**config.mk**
```make
export PLATFORM = sky130hd
export DESIGN_NAME = gpnms_cell
export DESIGN_NICKNAME = d
export VERILOG_FILES = /design/src/design/gpnms_pkg.sv /design/src/design/gpnms_cell.sv
export SDC_FILE = /design/constraint.sdc
export NUM_CORES = 2
export LEC_CHECK = 0
export BUFFER_PORTS_ARGS = -buffer_cell sky130_fd_sc_hd__buf_2
export CORE_UTILIZATION = 45
export CTS_CLUSTER_SIZE = 10
export DETAILED_ROUTE_END_ITERATION = 7
export HOLD_SLACK_MARGIN = 0.1
export PLACE_DENSITY = 0.73
export SLEW_MARGIN = 20
export SYNTH_ARGS = -nofsm -noshare
export SYNTH_HDL_FRONTEND = slang
export SYNTH_SLANG_ARGS = --single-unit
```
**constraint.sdc**
```tcl
create_clock -name clk -period 9.5 [get_ports clk]
set_input_delay 1.425 -clock clk [delete_from_list [all_inputs] [get_ports clk]]
set_output_delay 1.425 -clock clk [all_outputs]
set_load 0.01 [all_outputs]
```
**src/design/gpnms_pkg.sv**
```systemverilog
`default_nettype none
package gpnms_pkg;

	// threshold register width and reset value (1.0 squared, 8 fractional bits)
	localparam int THRESH_BITS = 34;
	localparam logic [THRESH_BITS-1:0] THRESH_RESET = 34'd256;

	// control flags that travel with a point from cell to cell
	typedef struct packed {
		logic active;   // slot carries a point
		logic last;     // final point of its set
		logic supp;     // suppressed by a stored point upstream
		logic stored;   // already captured by a cell upstream
	} tok_ctl_t;

	localparam tok_ctl_t TOK_IDLE = '{active: 1'b0, last: 1'b0, supp: 1'b0, stored: 1'b0};

endpackage
`default_nettype wire

```
**src/design/gpnms_cell.sv**
```systemverilog
`default_nettype none
module gpnms_cell #(
	parameter int COORD_BITS = 16
) (
	input  wire                                   clk,
	input  wire                                   arst_n,
	input  wire                                   en,
	input  wire  [gpnms_pkg::THRESH_BITS-1:0]     thresh,
	input  gpnms_pkg::tok_ctl_t                   in_ctl,
	input  wire  [2:0][COORD_BITS-1:0]            in_pt,
	output gpnms_pkg::tok_ctl_t                   out_ctl,
	output logic [2:0][COORD_BITS-1:0]            out_pt
);
	import gpnms_pkg::*;

	localparam int SQ_BITS  = 2 * COORD_BITS;
	localparam int SUM_BITS = SQ_BITS + 2;
	localparam int CMP_BITS = (SUM_BITS > THRESH_BITS) ? SUM_BITS : THRESH_BITS;

	// held point
	logic                       occ_q;
	logic [2:0][COORD_BITS-1:0] pt_q;

	// first half: squared differences
	tok_ctl_t                   ctl_s1;
	logic [2:0][COORD_BITS-1:0] pt_s1;
	logic                       cmp_s1;
	logic [2:0][SQ_BITS-1:0]    sq_s1;

	// second half: sum and compare
	tok_ctl_t                   ctl_s2;
	logic [2:0][COORD_BITS-1:0] pt_s2;

	logic                       free_tok;
	logic                       cap;
	logic                       cmp;
	logic [2:0][COORD_BITS-1:0] diff;
	logic [2:0][SQ_BITS-1:0]    sq;
	logic [SUM_BITS-1:0]        dsum;
	logic                       hit;
	tok_ctl_t                   ctl_mid;
	tok_ctl_t                   ctl_fin;

	always_comb begin
		free_tok = in_ctl.active & ~in_ctl.supp & ~in_ctl.stored;
		cap      = free_tok & ~occ_q;
		cmp      = free_tok & occ_q;
		for (int d = 0; d < 3; d++) begin
			diff[d] = (pt_q[d] >= in_pt[d]) ? (pt_q[d] - in_pt[d]) : (in_pt[d] - pt_q[d]);
			sq[d]   = {{COORD_BITS{1'b0}}, diff[d]} * {{COORD_BITS{1'b0}}, diff[d]};
		end
		ctl_mid        = in_ctl;
		ctl_mid.stored = in_ctl.stored | cap;
	end

	always_comb begin
		dsum = {2'b00, sq_s1[0]} + {2'b00, sq_s1[1]} + {2'b00, sq_s1[2]};
		hit  = cmp_s1 &&
			(CMP_BITS'(dsum) < CMP_BITS'(thresh));
		ctl_fin      = ctl_s1;
		ctl_fin.supp = ctl_s1.supp | hit;
	end

	always_ff @(posedge clk or negedge arst_n) begin
		if (!arst_n) begin
			occ_q  <= 1'b0;
			ctl_s1 <= TOK_IDLE;
			cmp_s1 <= 1'b0;
			ctl_s2 <= TOK_IDLE;
		end else if (en) begin
			// the last point of a set empties the cell behind it
			if (in_ctl.active && in_ctl.last) begin
				occ_q <= 1'b0;
			end else if (cap) begin
				occ_q <= 1'b1;
			end
			ctl_s1 <= ctl_mid;
			cmp_s1 <= cmp;
			ctl_s2 <= ctl_fin;
		end
	end

	always_ff @(posedge clk) begin
		if (en) begin
			if (cap) begin
				pt_q <= in_pt;
			end
			pt_s1 <= in_pt;
			sq_s1 <= sq;
			pt_s2 <= pt_s1;
		end
	end

	assign out_ctl = ctl_s2;
	assign out_pt  = pt_s2;

endmodule
`default_nettype wire

```
# Yosys cells after proc, flatten, opt, wreduce, memory -nomap -nowiden
# Index checks and enable logic that the tools add are counted.
# Widths: inputs -> output; s select.
dict set report totals {
  ff_bits 250
  out_inout_bits 52
  elab_cells 56
}
dict set report classes {
  n_addsub 8
  multipliers 3
  n_lt_le_gt_ge 4
  n_mux 5
  bitwise 9
  reduce_logical 5
}
# op n
set ops {}
lappend ops {{$mul 16x16->32} 3}
lappend ops {{$sub 16x16->16} 6}
lappend ops {{$ge 16x16->1} 3}
lappend ops {{$mux 16} 3}
lappend ops {{$add 33x32->34} 1}
lappend ops {{$lt 34x34->1} 1}
lappend ops {{$add 32x32->33} 1}
lappend ops {{$and 1x1->1} 4}
lappend ops {{$reduce_and 2->1} 2}
lappend ops {{$not 1->1} 3}
lappend ops {{$logic_and 1x1->1} 2}
lappend ops {{$mux 1} 2}
lappend ops {{$or 1x1->1} 2}
lappend ops {{$reduce_bool 2->1} 1}

# Depth between registers and ports, before layout
dict set report depth {
  word_depth 6
  ltp_mapped 37
  ltp_nobuf 36
}

# Least setup slack after synthesis
# Ideal clock, no wire load.
dict set report synth_path {
  kind {input to register}
  start {input port in_pt[18] (netlist name)}
  end {register sq_s1[62] (netlist name) (data pin)}
  setup_time_ns 0.263
  arrival_ns 9.081
  path_slack_ns 0.156
  cell_stages 36
  path_cell_list {inv_1 ha_1 buf_6 nor2b_1 o31ai_2 a22oi_1 o311a_1 nor2_4 buf_6 buf_6 o21ai_0 xnor2_1 inv_1 nor2_1 fa_1 inv_1 fa_1 inv_1 fa_1 inv_1 fa_1 inv_1 fa_1 inv_1 fa_1 inv_1 ha_1 a21o_1 a21oi_1 nand2_1 a21oi_1 nor2_1 o41a_1 a21oi_1 mux2i_1 a2111o_1}
}
# item line_no
set synth_rtl {}
lappend synth_rtl {{start, declared} gpnms_cell.sv:10} ;# input wire [2:0][COORD_BITS-1:0] in_pt,
lappend synth_rtl {{end signal, assigned} gpnms_cell.sv:89} ;# sq_s1 <= sq;
lappend synth_rtl {{end, declared} gpnms_cell.sv:28} ;# logic [2:0][SQ_BITS-1:0] sq_s1;

==> impl_metrics.yaml <==
clock_tree:
  path_clk_slew_ns: 0.07
  cts_tree: "done"
  cts.sinks: 247
  clk_latency_ns: 0.56
  htreeDepth: 2
  cts_buffers: 34
  clockBufferDepth: 3
  cts.hold.buffers_added: 0
  cts-root-buf: "clkbuf_16"
floorplanning:
  initial_utilization_pct: 45.4
  die_x_um: 287
  ios: 141
  die_height_um: 287
  core.rowCount: 104
  core_um2: 80500
  fp.dieArea_um2: 82400
sta:
  tightest_slew_ns: 1.02
  finalSetupViolCount: 0
  relSlewSlack_pct: 32.1
  period_share_pct: 96.2
  fin_ws_ns: 0.365
  max_freq_ghz: 0.109
  rsz0062_at_grt: "false"
  clock_skew_ns: 0.0283
  hold_viol_final: 0
  finalMaxSlewViolations: 0
  fin_crit_ns: 9.13
drt:
  wl_per_cell_um: 16.1
  first_iter_violations: 1785
  vias: 26876
  ant_nets: 0
  first_pass_iters: 5
  drt-total-wl_um: 83900
  vias_per_cell: 5.17
  drcViolationCount: 0
grt:
  antenna_found_initial: 1
  grt_start_max_net_pins: 77
  grt_pass1_vias: 27847
  grt_pass1_wl_um: 138000
  grt_overflow: 0
  grt_usage_pct: 20.9
placed_design:
  io_buffers: 140
  preCtsSetupSlack_ns: -0.234
  dp_hpwl_um: 70900
  place.gp.congestion: 0.938
status:
  status: "complete, no violations"
logic_synthesis:
  synth_common_cells: "inv_1, fa_1, ha_1, nand2_1, nor2_1"
  synth_top_area_share_pct: 28.7
  synth.distinct_cells: 93
  ys_ff_latch: 247
  synth.avg_cell_area_um2: 9.79
  yosys_warnings: 0
  async_flop_share_pct: 4.05
  synth_area_leaders: "fa_1, edfxtp_1, ha_1, inv_1, nand2_1"
  syn_inst: 3737
  syn_area_um2: 36600
  yosysSeqAreaShare_pct: 20.1
  yosysMostFrequentCell: "inv_1"
  synth_edf_count: 237
  synth-main-ff-cell: "edfxtp_1"
  yosys.area.top_type: "fa_1"
cells_and_area:
  nets: 5182
  area_growth_pct: 13.4
  drive_above_1_share_pct: 14.0
  num_antenna_cells: 0
setup_path:
  crit_type: "input port to register"
  cp_top_family: "adder cells"
  worstPathMaxFanout: 16
  worst_setup_path_end_kind: "register"
  cp_common_cell: "fa_1"
  crit_path_start_kind: "input port"
  cp.arrival_ns: 9.45
  critPathBufInv: 7
  crit_required_ns: 9.82
  critPathSlowestCell: "fa_1"
  slowest_delay_ns: 0.55
hold_path:
  hp-class: "register to register"
flow_run:
  cap_viol_max_count: 0
cells by family after synthesis:
family	Yosys count	share of synthesized area, %
adder cells (fa/ha/maj)	974	44.1
buffers and inverters	927	9.98
AND/OR/NAND/NOR	814	9.93
AO/OA/AOI/OAI	576	10.5
flip-flops	247	20.1
XOR/XNOR	176	4.73
multiplexers	21	0.643
other	2	0.0205
stage by stage:
stage                     cell area [µm²]  setup TNS [ns]  cells  hold WS [ns]  utilization (%)
after floorplan                     36600               0   3738         0.400                -
after global placement              40400          -0.317   5137         0.400             50.1
after detailed placement            40400           -1.33   5137         0.405             50.1
after CTS                           41400               0   5190         0.399             51.4
after global routing                41500               0   5196         0.412             51.5
final                               41500               0   5196         0.384             51.5
metal layers:
metal  GRT usage [%]  part of all wire [%]  vias up
li1                -                     -    12715
met1            27.8                    43    13275
met2            35.4                    48      752
met3            3.30                   6.7      132
met4            5.72                   2.5        2
met5               0                0.0095        -
final cells by class:
| type | instances | area, µm² |
|---|---|---|
| Tap cell | 1060 | 1330 |
| Inverter | 836 | 3140 |
| Fill cell | 7177 | 39000 |
| Multi-Input combinational cell | 2564 | 25600 |
| Timing Repair Buffer | 436 | 3020 |
| Clock inverter | 9 | 104 |
| Sequential cell | 247 | 7370 |
| Clock buffer | 44 | 952 |
state kept, by name, summed over array words and instances (netlist names):
signal	count
occ_q	1
pt_s1	48
cmp_s1	1
ctl_s1	1
ctl_fin	3
out_ctl	4
pt_q	48
out_pt	48
sq_s1	93
cells in the final DEF, fill, tap and decap left out, types with 17 or more instances in the layout:
cell type and count:
inv_1 814, fa_1 524, ha_1 450, nand2_1 290
buf_4 289, nor2_1 284, edfxtp_1 237, a21oi_1 172
buf_2 139, xnor2_1 111, a21o_1 110, o21ai_0 86
xor2_1 42, nand2b_1 37, clkbuf_16 37, o21a_1 36
nand3_1 36, nor3_1 34, nor2b_1 27, a211oi_1 21
o21bai_1 18, inv_2 18, nand4_1 17, and3_1 17
worst paths after layout:
| check | from | to | slack, ns | cells after the start |
|---|---|---|---|---|
| max | in_pt[21] | sq_s1[62] | 0.37 | 31 |
| min | pt_s1[25] | out_pt[25] | 0.38 | 0 |
| max reg2reg | pt_q[16] | sq_s1[62] | 0.92 | 31 |
| min reg2reg | pt_s1[25] | out_pt[25] | 0.38 | 0 |
| max in group asynchronous | arst_n | out_ctl[3] | 8.57 | 1 |
| min in group asynchronous | arst_n | ctl_fin[0] | 0.73 | 1 |
timing repair:
item                                    in CTS  in global routing
endpoints found under the setup margin       0                  8
setup buffers                                0                  6
gates resized for setup                      0                  2
Power is left out: the tool's default activity adds up to more than one toggle a clock period on the data nets, which glitch-free logic cannot reach.
